==> src/hw/rtl/pnea_pkg.sv <==
`timescale 1ns / 1ps
package pnea_pkg;

  // Unknowns per free frame
  localparam int POSE_DOF = 6;
  localparam logic [2:0] SLOT_LAST = 3'(POSE_DOF - 1);

  // Command queue depth between front and back
  localparam int QDEPTH = 2;
  localparam int QAW    = 1;

  typedef enum logic [1:0] {
    OP_ACC     = 2'd0,
    OP_RD_MAT  = 2'd1,
    OP_RD_GRAD = 2'd2,
    OP_CLEAR   = 2'd3
  } op_t;

  typedef enum logic [2:0] {
    CMD_NONE    = 3'd0,
    CMD_APPLY   = 3'd1,
    CMD_RD_MAT  = 3'd2,
    CMD_RD_GRAD = 3'd3,
    CMD_CLEAR   = 3'd4
  } cmd_kind_t;

  typedef struct packed {
    op_t                op;
    logic [3:0]         frame_a;
    logic [3:0]         frame_b;
    logic [2:0]         pose_slot;
    logic signed [31:0] jac_a;
    logic signed [31:0] jac_b;
    logic signed [31:0] residual_value;
    logic [6:0]         read_row;
    logic [6:0]         read_col;
  } in_t;

  typedef struct packed {
    logic signed [63:0] read_value;
    logic               read_valid;
    logic               row_applied;
    logic               saturated;
  } out_t;

  // One classified request as it travels from front to back
  typedef struct packed {
    cmd_kind_t                  kind;
    logic [3:0]                 frame_a;
    logic [3:0]                 frame_b;
    logic signed [31:0]         residual;
    logic [6:0]                 read_row;
    logic [6:0]                 read_col;
    logic [POSE_DOF-1:0][31:0]  buf_a;
    logic [POSE_DOF-1:0][31:0]  buf_b;
  } cmd_t;

endpackage

==> src/hw/rtl/pnea_fifo.sv <==
`timescale 1ns / 1ps
module pnea_fifo import pnea_pkg::*; (
  input  logic clk,
  input  logic rst_n,
  input  logic push,
  input  cmd_t push_data,
  input  logic pop,
  output cmd_t head,
  output logic full,
  output logic empty
);

  cmd_t           mem_r [QDEPTH];
  logic [QAW-1:0] wptr_r, rptr_r;
  logic [QAW:0]   cnt_r;

  always_ff @(posedge clk) begin
    if (push) begin
      mem_r[wptr_r] <= push_data;
    end
  end

  always_ff @(posedge clk) begin
    if (!rst_n) begin
      wptr_r <= '0;
      rptr_r <= '0;
      cnt_r  <= '0;
    end else begin
      if (push) begin
        wptr_r <= wptr_r + 1'b1;
      end
      if (pop) begin
        rptr_r <= rptr_r + 1'b1;
      end
      cnt_r <= cnt_r + (QAW+1)'(push) - (QAW+1)'(pop);
    end
  end

  assign head  = mem_r[rptr_r];
  assign full  = (cnt_r == (QAW+1)'(QDEPTH));
  assign empty = (cnt_r == '0);

endmodule

==> config.mk <==
export PLATFORM = sky130hd
export DESIGN_NAME = pnea_fifo
export DESIGN_NICKNAME = d
export VERILOG_FILES = /design/src/hw/rtl/pnea_pkg.sv /design/src/hw/rtl/pnea_fifo.sv
export SDC_FILE = /design/constraint.sdc
export NUM_CORES = 1
export LEC_CHECK = 0
export ABC_AREA = 1
export BUFFER_PORTS_ARGS = -buffer_cell sky130_fd_sc_hd__buf_2
export CORE_AREA = 2 2 341 343
export DETAILED_ROUTE_END_ITERATION = 6
export DIE_AREA = 0 0 343 345
export PLACE_DENSITY = 0.56
export SLEW_MARGIN = 20
export SYNTH_ARGS = -nofsm -noshare
export SYNTH_HDL_FRONTEND = slang
export SYNTH_SLANG_ARGS = --single-unit
==> constraint.sdc <==
create_clock -name clk -period 56.7 [get_ports clk]
set_input_delay 2.835 -clock clk [delete_from_list [all_inputs] [get_ports clk]]
set_output_delay 2.835 -clock clk [all_outputs]
set_load 0.1 [all_outputs]
==> flow_results.org, run 1 <==
** Synthesis
- In the synthesized netlist the dominant register cell turns out to be edfxtp_1.
- After synthesis the cells add up to 0.03381 mm^2.
- Most numerous cell in the Yosys netlist :: edfxtp_1
- Top cells by area in the synthesized netlist :: edfxtp_1 78%, mux2_4 17%, buf_8 1.8%, mux2_2 1.7%, dfxtp_1 0.30%
- A synthesized cell averages 24.05 um^2.
- Count of synthesis-stage warnings from yosys :: 0
- The synthesized design spends more area on one cell type than any other, namely edfxtp_1.
- Synthesis instantiated 13 different standard cells from the library.
- Register bit total from synthesis :: 887
- Count of flip-flops with a built-in enable after synthesis :: 882
- Share of async-settable or async-resettable flops after synthesis :: 0%
- Synth Net Count :: 1853
- Of the synthesized area, sequential elements account for 78.62%.
- Sorting the synthesized cells by how often they occur yields 882 x edfxtp_1, 390 x mux2_4, 51 x mux2_2.
- Cell count after synthesis :: 1406
- In this run the biggest area consumer among cell types represents 78.32% of the synthesized area.

** Route
- Length of routed wiring on met1 :: 27780 um
- Count of vias placed by the detailed router :: 16690
- Wires add up to 80860 um.
- Count of routing violations after the opening detailed-route iteration :: 876
- Detailed routing placed a total of 8904 um of wire on met3.
- The pre-antenna-repair detailed-routing pass consisted of 4 iterations.
- Mean number of vias per cell :: 4.201
- After detailed routing, the number of remaining DRC violations is 0.
- Wire per inst :: 20.35 um
- The detail route stage leaves a number of antenna-violating nets equal to 0.
- Wire segments on met2 add up to 41900 um in the final route.
- Signal routing reaches up to met5.

** Placed design
- The wire-length estimate of the detail-placed layout is 58080 um.
- After detailed placement, the total cell area comes to 0.03966 mm^2.
- After detailed placement, the design holds a cell count of 3785.
- DP Worst Slack :: 48.47 ns
- The count of buffers added on input and output ports is 887.
- Final weighted congestion in routability-driven placement :: 0.8384

** Timing
- Subtracting the final worst setup slack from the clock period gives 8.793 ns.
- RSZ-0062 raised after global routing :: no
- For the pin with the worst max-slew slack, the measured transition is 1.148 ns.
- Count of final hold-check violations :: 0
- In this run the tightest slew margin relative to its limit is 23.45%.
- Derived from the worst setup path, the maximum achievable clock frequency is 113.7 MHz.
- Final TNS setup :: 0 ns
- Once routing completed, OpenROAD measured the worst setup slack at 47.91 ns.
- Share of the clock period used by the worst path :: 15.51%
- Slew Limit Fails :: 0
- Across the routed clock network, the largest skew measured is 0.04135 ns.
- Final setup fails :: 0

** Setup path
- Crit path capture type :: output port
- Cell breakdown of the critical path :: buf_4 > buf_4 > buf_4 > buf_4 > mux2_4 > buf_2
- For this run, the slowest stage of the critical path takes 1.01 ns.
- STA puts the critical path data required time at 53.86 ns.
- Critical Path Start Type :: flip-flop
- Buf/Inv on CP :: 5
- Cell repeated most along the worst path :: buf_4
- On the critical path the largest part of the delay comes from buffers and inverters.
- Worst-path fanout max :: 59
- Among all stages on the critical path, the largest delay is contributed by dfxtp_4.
- In this run the critical register-to-register path is launched from wptr_r.
- Data on the critical path arrives at its endpoint at 5.96 ns.
- By startpoint and endpoint, the worst setup path is classified as flip-flop to output port.

** Floorplan
- Die height :: 345 um
- In this run the core area contains 125 standard-cell rows.
- In this run the horizontal extent of the chip is 343 um.
- Core box area :: 0.1151 mm^2
- Floorplan die area :: 0.1183 mm^2
- Boundary pin count :: 888
- Effective utilization at floorplan :: 29.38%

** Clocking
- Clock Tree Buf Depth :: 3
- Number of buffers inserted for hold repair after clock tree synthesis :: 0
- TritonCTS clock tree :: built
- Number of buffers created by CTS :: 95
- H-tree depth :: 3
- CTS placed an instance of clkbuf_16 at the clock tree root.
- Clock-pin slew of the registers on the worst-case setup and hold paths :: 0.06 ns
- Number of gates resized after CTS :: 0
- Post-CTS Setup Inserts :: 0
- CTS saw 887 sinks.
- Clock insertion delay at the later pin of the skew report :: 0.66 ns

** Power
- Cell Pwr Density :: 39.97 mW/mm^2
- Across the VDD grid, the largest voltage drop is 0.02776 mV.
- Total Power Consumption :: 1.705 mW
- In this run the static leakage power is 16.58 nW.

** Finish
- Design area :: 0.04265 mm^2
- Sequential cell area :: 0.02659 mm^2
- Fill cells in the final layout number 10790.
- In the final layout, the multi-input gates occupy 0.006536 mm^2.
- For this run, the post-layout net count is 2805.
- The post-route netlist has 60.65% of its cells at a drive strength greater than 1.
- The finished layout holds 3973 standard cells, fillers aside.
- From synthesis to final layout, the design area changed by 26.13%.

** Min path
- The startpoint identified for the worst hold timing path is rptr_r.
- Class of the most critical hold timing path :: flip-flop to flip-flop

** GRT
- Global routing finished with a remaining overflow of 0.
- First-pass GRT wire length :: 114400 um
- GRT Total Usage :: 13.00%
- Maximum number of pins on one net before global-route repair :: 158
- The number of antenna violations at the first check in global routing was 41.
- Number of global-route vias before repair :: 17910

** Run
- Max_cap viols :: 0

** Outcome
- The run finished with clean final reports.
per-layer routing:
layer  global-route usage [%]  vias to the layer above
li1                         -                     7542
met1                    13.07                     8275
met2                    23.07                      686
met3                    6.148                      155
met4                    4.937                       34
met5                        0                        -
report_power, final:
part	leakage, nW	total [mW]	switching [mW]	internal, mW
logic	6.82	0.349	0.274	0.0741
clock network	1.43	0.585	0.248	0.337
registers	8.32	0.771	0.0100	0.761
flip-flops by register name, indices dropped and copies added, names as in the netlist, named ones only:
name and cells:
wptr_r 1, mem_r 882, cnt_r 2, rptr_r 1
cell type report:
cell class / count / share of cell area [%]
Inverter: 8 / 0.08801
Clock buffer: 121 / 5.903
Antenna cell: 17 / 0.09974
Clock inverter: 50 / 1.003
Tap cell: 1524 / 4.471
Sequential cell: 887 / 62.34
Multi-Input combinational cell: 462 / 15.33
Timing Repair Buffer: 904 / 10.77
per-stage QoR:
| step | util (%) | hold slack [ns] |
|---|---|---|
| finish | 37.05 | 0.4968 |
| global route | 37.04 | 0.5389 |
| CTS | 37.01 | 0.5071 |
| detailed placement | 34.46 | 0.4930 |
| global placement | 34.46 | 0.4751 |
| floorplan | - | 0.4635 |
layout by cell type (no fill, tap or decap), types with 15 or more instances in the layout:
master and instances:
buf_2 887, clkbuf_16 97, buf_4 15, mux2_2 51
clkinv_1 20, edfxtp_1 882, clkinv_2 15, diode_2 17
mux2_4 390, clkbuf_1 24
kinds of logic after synthesis:
kind of cell	count (synthesis)	share of synthesized area, %
DFF	887	78.62
muxes	441	19.02
buffers and inverters	57	2.072
and+or+nand+nor	18	0.2035
adders and majority gates	2	0.07399
AOI/OAI and AO/OA	1	0.01479
final timing paths:
path / end / slack [ns] / cells past startpoint
max: head[325] / 47.91 / 6
min: rptr_r / 0.50 / 2
max reg2reg: mem_r[1][261] / 52.26 / 5
min reg2reg: rptr_r / 0.50 / 2
tightest hold or removal path, cell delays in order (launching register included):
cell     delay, ns
dfxtp_1       0.33
nor2_1        0.06
nor2_1        0.08
No activity file was read; power rests on OpenSTA's default activity.
==> inputs of run 2 (changes only) <==
--- a/config.mk
+++ b/config.mk
@@ -5,12 +5,12 @@
 export SDC_FILE = /design/constraint.sdc
 export NUM_CORES = 1
 export LEC_CHECK = 0
-export ABC_AREA = 1
+export ABC_AREA = 0
 export BUFFER_PORTS_ARGS = -buffer_cell sky130_fd_sc_hd__buf_2
-export CORE_AREA = 2 2 341 343
+export CORE_AREA = 2 2 343 345
 export DETAILED_ROUTE_END_ITERATION = 6
-export DIE_AREA = 0 0 343 345
-export PLACE_DENSITY = 0.56
+export DIE_AREA = 0 0 345 347
+export PLACE_DENSITY = 0.55
 export SLEW_MARGIN = 20
 export SYNTH_ARGS = -nofsm -noshare
 export SYNTH_HDL_FRONTEND = slang
==> constraint.sdc (replaced) <==
create_clock -name clk -period 8.3 [get_ports clk]
set_input_delay 0.415 -clock clk [delete_from_list [all_inputs] [get_ports clk]]
set_output_delay 0.415 -clock clk [all_outputs]
set_load 0.1 [all_outputs]
==> run 2 against run 1 <==
Net effect:
- first-iteration DRC count increased by 8.6%
- die area increased by 1.2%
- critical path depth decreased by 2
- non-clock buffer count increased by 440
- clock power increased to 7.1 times the previous value
- worst setup slack got worse by 44 ns
- routed wire length increased by 4.8%
- synthesized cell count decreased by 0.92%
- via count increased by 10%
- hold slack got worse by 0.36 ns
- cell count increased by 10%
- critical path type unchanged
- largest power group unchanged
==> flow_results.org, run 2 <==
** Outcome
- Outcome :: finished clean

** Synthesis
- The count of mapped cells out of synthesis came to 1393 (-0.92%).
- Yosys instantiated no cell more often than edfxtp_1.
- The post-synthesis net count came to 1840 (-0.70%).
- The commonest cells after synthesis are 882 x edfxtp_1, 390 x mux2_4, 51 x mux2_2.
- By area the synthesized netlist is led by edfxtp_1 78%, mux2_4 17%, mux2_2 1.7%, buf_8 1.4%, buf_6 0.40%.
- Flip-flop cell with the highest count after synthesis :: edfxtp_1
- The average size of a mapped cell was 24.25 um^2 (+0.85%).
- The flip-flop and latch count after synthesis came to 887 (unchanged).
- The count of flip-flops with a built-in enable after synthesis is 882 (unchanged).
- Post-synthesis instance area :: 0.03379 mm^2 (about the same)
- Proportion of netlist area held by the largest area contributor :: 78.39% (about the same)
- Share of the yosys chip area belonging to registers :: 78.69% (about the same)
- The biggest area contributor in the post-synthesis netlist is edfxtp_1.
- Library cells used by synthesis :: 16 (+3)
- The fraction of synthesis flops using an asynchronous set or reset pin is 0% (unchanged).
- The number of warnings reported in the yosys synthesis log was 0 (unchanged).

** Run
- The number of maximum-capacitance violations came to 0 (unchanged).

** Route
- Mean number of vias per cell :: 4.191 (-0.25%)
- DRC errors left :: 0 (unchanged)
- The remaining antenna violation count after routing was 0 (unchanged).
- Count of routing violations after the opening detailed-route iteration :: 951 (+8.6%)
- Iteration count of the initial detailed-routing pass :: 4 (unchanged)
- Count of vias placed by the detailed router :: 18390 (+10%)
- Total Routed Length :: 84720 um (+4.8%)
- The detailed-route wire length per cell came to 19.30 um (-5.2%).

** Timing
- Slew Limit Fails :: 0 (unchanged)
- For this run, the top clock speed supported by timing is 245.8 MHz.
- RSZ-0062 raised after global routing :: no
- Worst slew pin tran :: 1.233 ns (+0.08494 ns)
- The final-layout setup total negative slack came to 0 ns (unchanged).
- Max-Slew Margin vs Limit :: 17.79% (-5.7 points)
- Fin Clk Skew :: 0.01578 ns (-0.02557 ns)
- Fin crit period :: 4.069 ns
- Final setup fails :: 0 (unchanged)
- Dividing the final minimum period by the clock period gives 49.03%.
- The final hold violation count was 0 (unchanged).

** Setup path
- CP Data Arrival Time :: 3.65 ns (-2.31 ns)
- Critical Path Start Type :: flip-flop
- Crit path capture type :: output port
- The critical path is of the flip-flop to output port type.
- Worst-path fanout max :: 111 (+88%)
- The signal on the critical path passes through buf_12 > buf_4 > mux2_2 > buf_2.
- The register-to-register setup slack is 5.33 ns (-46.93 ns).
- Data required time at the worst endpoint :: 7.89 ns (-45.97 ns)
- Dominant delay contributor by cell family on the critical path :: buffers and inverters
- The buffering stage count on the worst path with inverters included is 3 (-2).
- The delay of the slowest cell on the worst path was 0.84 ns (-0.17 ns).
- The largest individual stage delay along the critical path comes from the cell dfxtp_4.

** Finish
- Flip-flop count of the largest register after layout :: 882 (unchanged)
- Layout Nets :: 3233 (+15%)
- Sequential cell area :: 0.02659 mm^2 (unchanged)
- Leaving out fill and tap cells, the most frequent cells in the layout are 887 x buf_2, 882 x edfxtp_1, 442 x dlygate4sd3_1, 390 x mux2_4, 98 x clkbuf_16.
- The area of the multi-input gates is 0.006558 mm^2 (+0.33%).
- Final std cells w/o fill :: 4389 (+10%)
- Commonest non-fill, non-tap cell in the layout :: buf_2
- Share of cells above drive strength 1 :: 51.63% (-9.0 points)
- Largest registers :: mem_r x882, cnt_r x2
- The area growth from synthesis to layout is 39.74%.
- The final cell area excluding filler cells came to 0.04721 mm^2 (+11%).
- The final-layout fill cell count came to 10440 (-3.2%).
- Biggest register :: mem_r

** Placed design
- The total of buffers placed on input and output ports came to 887 (unchanged).
- The estimated wirelength of the detail-placed design was 56980 um (-1.9%).
- The placed cell area was 0.03973 mm^2 (+0.16%).
- The number of placed instances, taps included came to 3770 (-0.40%).
- Final weighted congestion in routability-driven placement :: 0.8063 (-3.8%)

** GRT
- The via count of the first global-routing pass is 20090 (+12%).
- The first-pass GRT wire length is 123300 um (+7.8%).
- The number of antenna violations at the first check in global routing was 9 (-78%).
- The largest net degree at the start of global routing is 152 (-3.8%).
- The overflow left after global routing is 0 (unchanged).
- GRT Total Usage :: 13.54% (+0.54 points)

** Clocking
- H-tree depth :: 3 (unchanged)
- The buffer levels on the longest clock path was 3 (unchanged).
- Number of buffers created by CTS :: 96 (+1.1%)
- The later-pin clock latency in the skew report was 0.65 ns (about the same).
- The number of cells upsized or downsized after cts is 0 (unchanged).
- The post-CTS clock slew at the launch and capture registers of the worst setup and hold paths is 0.06 ns (about the same).
- The number of sinks handled by clock tree synthesis is 887 (unchanged).
- Root Buffer :: clkbuf_16
- TritonCTS built the clock tree.
- The post-CTS setup buffer count was 0 (unchanged).

** Power
- The total chip power was 12.28 mW (+620%).
- Clock network fraction of design power :: 33.7% (-0.6 points)
- Net switching share of the total power :: 32.20% (+0.98 points)
- Maximum VDD drop :: 0.2076 mV (+650%)
- Cell Pwr Density :: 260.1 mW/mm^2 (+550%)
- Internal power consumption :: 8.327 mW (+610%)
- Net switching power :: 3.954 mW (+640%)
- Logic pwr share :: 23.6% (+3.2 points)
- The static power due to leakage came to 18.45 nW (+11%).
- The sequential power share was 42.8% (-2.5 points).

** Floorplan
- Floorplan die area :: 0.1197 mm^2 (+1.2%)
- The die boundary width is 345 um (+0.58%).
- The boundary pin count was 888 (unchanged).
- Effective utilization at floorplan :: 29.19% (-0.18 points)
- Core box area :: 0.1157 mm^2 (+0.54%)
- Die height :: 347 um (+0.58%)
- Cell row count :: 125 (unchanged)

** Min path
- The tightest min-delay check is of the primary input to flip-flop type.
-- run 2: final timing paths --
kind / from / end / cells after the start
max: flip-flop / head[15] / 4
min: pop / rptr_r / 3
max reg2reg: wptr_r / mem_r[0][281] / 3
min reg2reg: rptr_r / rptr_r / 2
-- run 2: cell type report --
type                       instances  area share (%)
sequential                       887           56.32
timing repair buffer            1344           19.25
multi-input combinational        455           13.89
clock buffer                     117           5.345
tap                             1524           4.039
clock inverter                    54           1.108
antenna                            6         0.03180
inverter                           2         0.01590
-- run 2: repair_timing --
| item | in CTS | in global routing |
|---|---|---|
| hold endpoints to repair | 886 | 0 |
| hold buffers | 442 | 0 |
| setup endpoints to repair | 0 | 0 |
-- run 2: stage by stage --
stage | hold WS (ns) | util (%) | worst slack, ns
floorplan | 0.5139 | - | 0.8548
global placement | 0.5682 | 34.32 | 4.948
detailed placement | 0.5783 | 34.32 | 4.909
CTS | 0.05844 | 40.78 | 4.164
global route | 0.08528 | 40.79 | 4.041
finish | 0.1335 | 40.79 | 4.231
-- run 2: kinds of logic (layout without fill, tap and decap cells) --
group / Yosys count / count (layout) / share of synthesized area (%)
xor gates and xnor gates: 2 / 2 / 0.09258
other: 0 / 6 / 0
and+or+nand+nor: 9 / 9 / 0.1592
DFF: 887 / 887 / 78.69
AOI/OAI and AO/OA: 1 / 1 / 0.02223
muxes: 441 / 441 / 19.03
buffers and inverters: 51 / 1517 / 1.933
adders and majority gates: 2 / 2 / 0.07405
-- run 2: worst register-to-register path, stage by stage (launching register included) --
cell	delay, ns
dfxtp_1	0.34
nor2b_4	0.58
buf_12	0.68
buf_12	0.80
-- run 2: layer usage --
metal | wire [um] | GRT usage [%] | vias to the layer above
li1 | - | - | 8397
met1 | 30930 | 14.34 | 9154
met2 | 44310 | 24.49 | 678
met3 | 6538 | 4.704 | 160
met4 | 2913 | 5.415 | 4
met5 | 28 | 0 | -
-- run 2: power groups by stage --
stage | sequential [mW] | clock (mW) | combinational (mW)
after floorplan | 5.37 | 0 | 2.31
after global placement | 5.34 | 0 | 2.71
after detailed placement | 5.35 | 0 | 2.73
after CTS | 5.26 | 4.27 | 2.91
after global routing | 5.27 | 4.45 | 2.97
final | 5.25 | 4.13 | 2.89
==> inputs of run 3 (changes only) <==
==> constraint.sdc (replaced) <==
create_clock -name clk -period 4.1 [get_ports clk]
set_input_delay 0.205 -clock clk [delete_from_list [all_inputs] [get_ports clk]]
set_output_delay 0.205 -clock clk [all_outputs]
set_load 0.1 [all_outputs]
==> run 3 against run 2 <==
Net effect:
- die area is the same
- clock skew grew 0.0077 ns
- cell area increased by 0.41%
- critical path depth stayed put
- hold slack improved by 0.14 ns
- first-iteration DRC count shrank 1.9%
- sequential power grew 100%
- register-to-register slack worse by 3.4 ns
- critical path type unchanged
- largest cell class unchanged
- highest routed layer unchanged
==> flow_results.org, run 3 (synthesis results as in run 2) <==
** Outcome
- Outcome :: finished clean

** Floorplan
- The floorplan die height is 347 um (unchanged).
- The total die area came to 0.1197 mm^2 (unchanged).
- Cell row count :: 125 (unchanged)
- Boundary pin count :: 888 (unchanged)
- Core box area :: 0.1157 mm^2 (unchanged)
- Effective utilization at floorplan :: 29.19% (unchanged)
- Width of the die :: 345 um (unchanged)

** Timing
- Final TNS setup :: 0 ns (unchanged)
- The max-slew violation count is 0 (unchanged).
- Worst slew pin tran :: 1.045 ns (-0.1887 ns)
- Timing would allow up to 328.1 MHz.
- Share of the clock period used by the worst path :: 74.34%
- Fin crit period :: 3.048 ns
- The final clock skew is 0.02345 ns (+0.007669 ns).
- Max-Slew Margin vs Limit :: 30.37% (+13 points)
- The final hold violation count is 0 (unchanged).
- RSZ-0062 raised after global routing :: no
- Final setup fails :: 0 (unchanged)

** Setup path
- Buf/Inv on CP :: 3 (unchanged)
- The data required time at the worst endpoint is 3.89 ns (-4.00 ns).
- Crit path capture type :: output port
- The delay of the slowest cell on the worst path was 0.81 ns (-0.03 ns).
- Cell type of the slowest stage on the worst timing path :: dfxtp_4
- The arrival time reported for the critical path endpoint came to 2.84 ns (-0.81 ns).
- The largest fanout on the critical path was 39 (-65%).
- By instance count, the cell type seen most on the critical path is buf_12.
- Critical Path Start Type :: flip-flop
- The critical path is of the flip-flop to output port type.
- Dominant delay contributor by cell family on the critical path :: buffers and inverters
- Cell breakdown of the critical path :: buf_12 > buf_12 > mux2_4 > buf_2

** GRT
- Antenna violations before repair :: 10 (+1)
- First-pass GRT wire length :: 125700 um (+1.9%)
- GRT Total Usage :: 13.85% (+0.31 points)
- The largest net degree at the start of global routing was 102 (-33%).
- Total congestion overflow after global routing :: 0 (unchanged)
- The via count of the first global-routing pass is 20400 (+1.6%).

** Finish
- Share of cells above drive strength 1 :: 51.95% (+0.33 points)
- Layout Nets :: 3271 (+1.2%)
- mem_r holds more flip-flops than any other register.
- The number of flip-flops in the largest register was 882 (unchanged).
- Leaving out fill and tap cells, the most frequent cell in the layout is buf_2.
- From synthesis to final layout, the design area changed by 40.31%.
- The area of the multi-input gates was 0.006558 mm^2 (unchanged).
- Commonest cells after routing, fill and taps aside :: 887 x buf_2, 882 x edfxtp_1, 445 x dlygate4sd3_1, 390 x mux2_4, 94 x clkbuf_16
- The final-layout fill cell count came to 10430 (-0.11%).
- Largest registers :: mem_r x882, cnt_r x2
- Sequential cell area :: 0.02659 mm^2 (about the same)

** Power
- Total Power Consumption :: 24.48 mW (+99%)
- Cell Pwr Density :: 516.5 mW/mm^2 (+99%)
- Cell leakage power :: 18.56 nW (+0.60%)
- The worst voltage drop across the vdd grid was 0.3913 mV (+88%).

** Clocking
- Clock Tree Buf Depth :: 3 (unchanged)
- The post-CTS clock slew at the launch and capture registers of the worst setup and hold paths was 0.06 ns (about the same).
- The number of sinks handled by clock tree synthesis is 887 (unchanged).
- Clock tree synthesis selected as its root buffer the cell clkbuf_16.
- The later-pin clock latency in the skew report is 0.65 ns (about the same).
- Number of gates resized after CTS :: 0 (unchanged)
- TritonCTS clock tree :: built
- The post-CTS setup buffer count came to 0 (unchanged).
- H-tree depth :: 3 (unchanged)
- The number of buffers created by CTS was 93 (-3.1%).

** Route
- Final ANT Viol Nets :: 0 (unchanged)
- The starting DRC count in detailed routing came to 933 (-1.9%).
- DRC errors left :: 0 (unchanged)
- Iteration count of the initial detailed-routing pass :: 4 (unchanged)
- The total via count after detailed routing is 18610 (+1.2%).
- The wire length after detailed routing was 86980 um (+2.7%).
- Wire per inst :: 19.66 um (+1.9%)
- The via density per instance is 4.206 (+0.36%).

** Placed design
- The estimated wirelength of the detail-placed design is 61210 um (+7.4%).
- The total of buffers placed on input and output ports is 887 (unchanged).
- The global placement routability congestion came to 0.8626 (+7.0%).

** Run
- Max_cap viols :: 0 (unchanged)

** Min path
- The worst hold path belongs to the class primary input to flip-flop.
## run 3: cell types whose count changed in the layout (fill, tap and decap cells not counted), moves of 4 or more
| cell | before | now |
|---|---|---|
| buf_12 | 9 | 14 |
| buf_4 | 6 | 39 |
| clkbuf_16 | 98 | 94 |
| clkinv_1 | 22 | 29 |
| clkinv_2 | 15 | 9 |
| clkinvlp_4 | 0 | 4 |
## run 3: layout make-up
type / count / area share [%]
diodes: 5 / 0.02639
clock buffers: 112 / 5.105
clock inverters: 54 / 0.9344
inverters: 2 / 0.01584
multi-input cells: 455 / 13.83
flip-flops and latches: 887 / 56.09
well taps: 1524 / 4.022
repair buffers: 1385 / 19.97
## run 3: metal layers
metal | global-route usage, % | up-vias | part of all wire (%)
li1 | - | 8464 | -
met1 | 14.93 | 9270 | 37
met2 | 25.13 | 688 | 52
met3 | 3.830 | 178 | 6.5
met4 | 6.364 | 6 | 4.0
met5 | 0 | - | 0.039
## run 3: per-stage QoR
stage	cells	hold slack (ns)	worst slack (ns)	instance area [um^2]	utilization, %
detailed placement	3808	0.3960	1.679	40070	34.63
CTS	4419	0.2000	0.9228	47390	40.95
finish	4424	0.2734	1.052	47400	40.96
floorplan	1393	0.3039	-3.161	33800	-
global route	4424	0.2340	0.9041	47400	40.96
global placement	3808	0.3929	1.696	40070	34.63
## run 3: where the power goes
group | switching (mW) | internal (mW)
Sequential | 0.134 | 10.5
Combinational | 4.42 | 1.49
Clock | 3.42 | 4.52
Total | 7.97 | 16.5
## run 3: final timing paths
| kind | from | end | slack (ns) | depth (start not counted) |
|---|---|---|---|---|
| hold reg to reg | rptr_r | flip-flop | 0.58 | 2 |
| hold / removal | push_data[39] | mem_r[1][39] | 0.27 | 2 |
| setup / recovery | flip-flop | head[105] | 1.05 | 4 |
| setup reg to reg | wptr_r | mem_r[1][4] | 1.93 | 2 |
## run 3: timing repair
action | 4_1_cts | 5_1_grt
hold endpoints to repair | 890 | 0
hold buffers | 445 | 0
setup endpoints to repair | 0 | 0
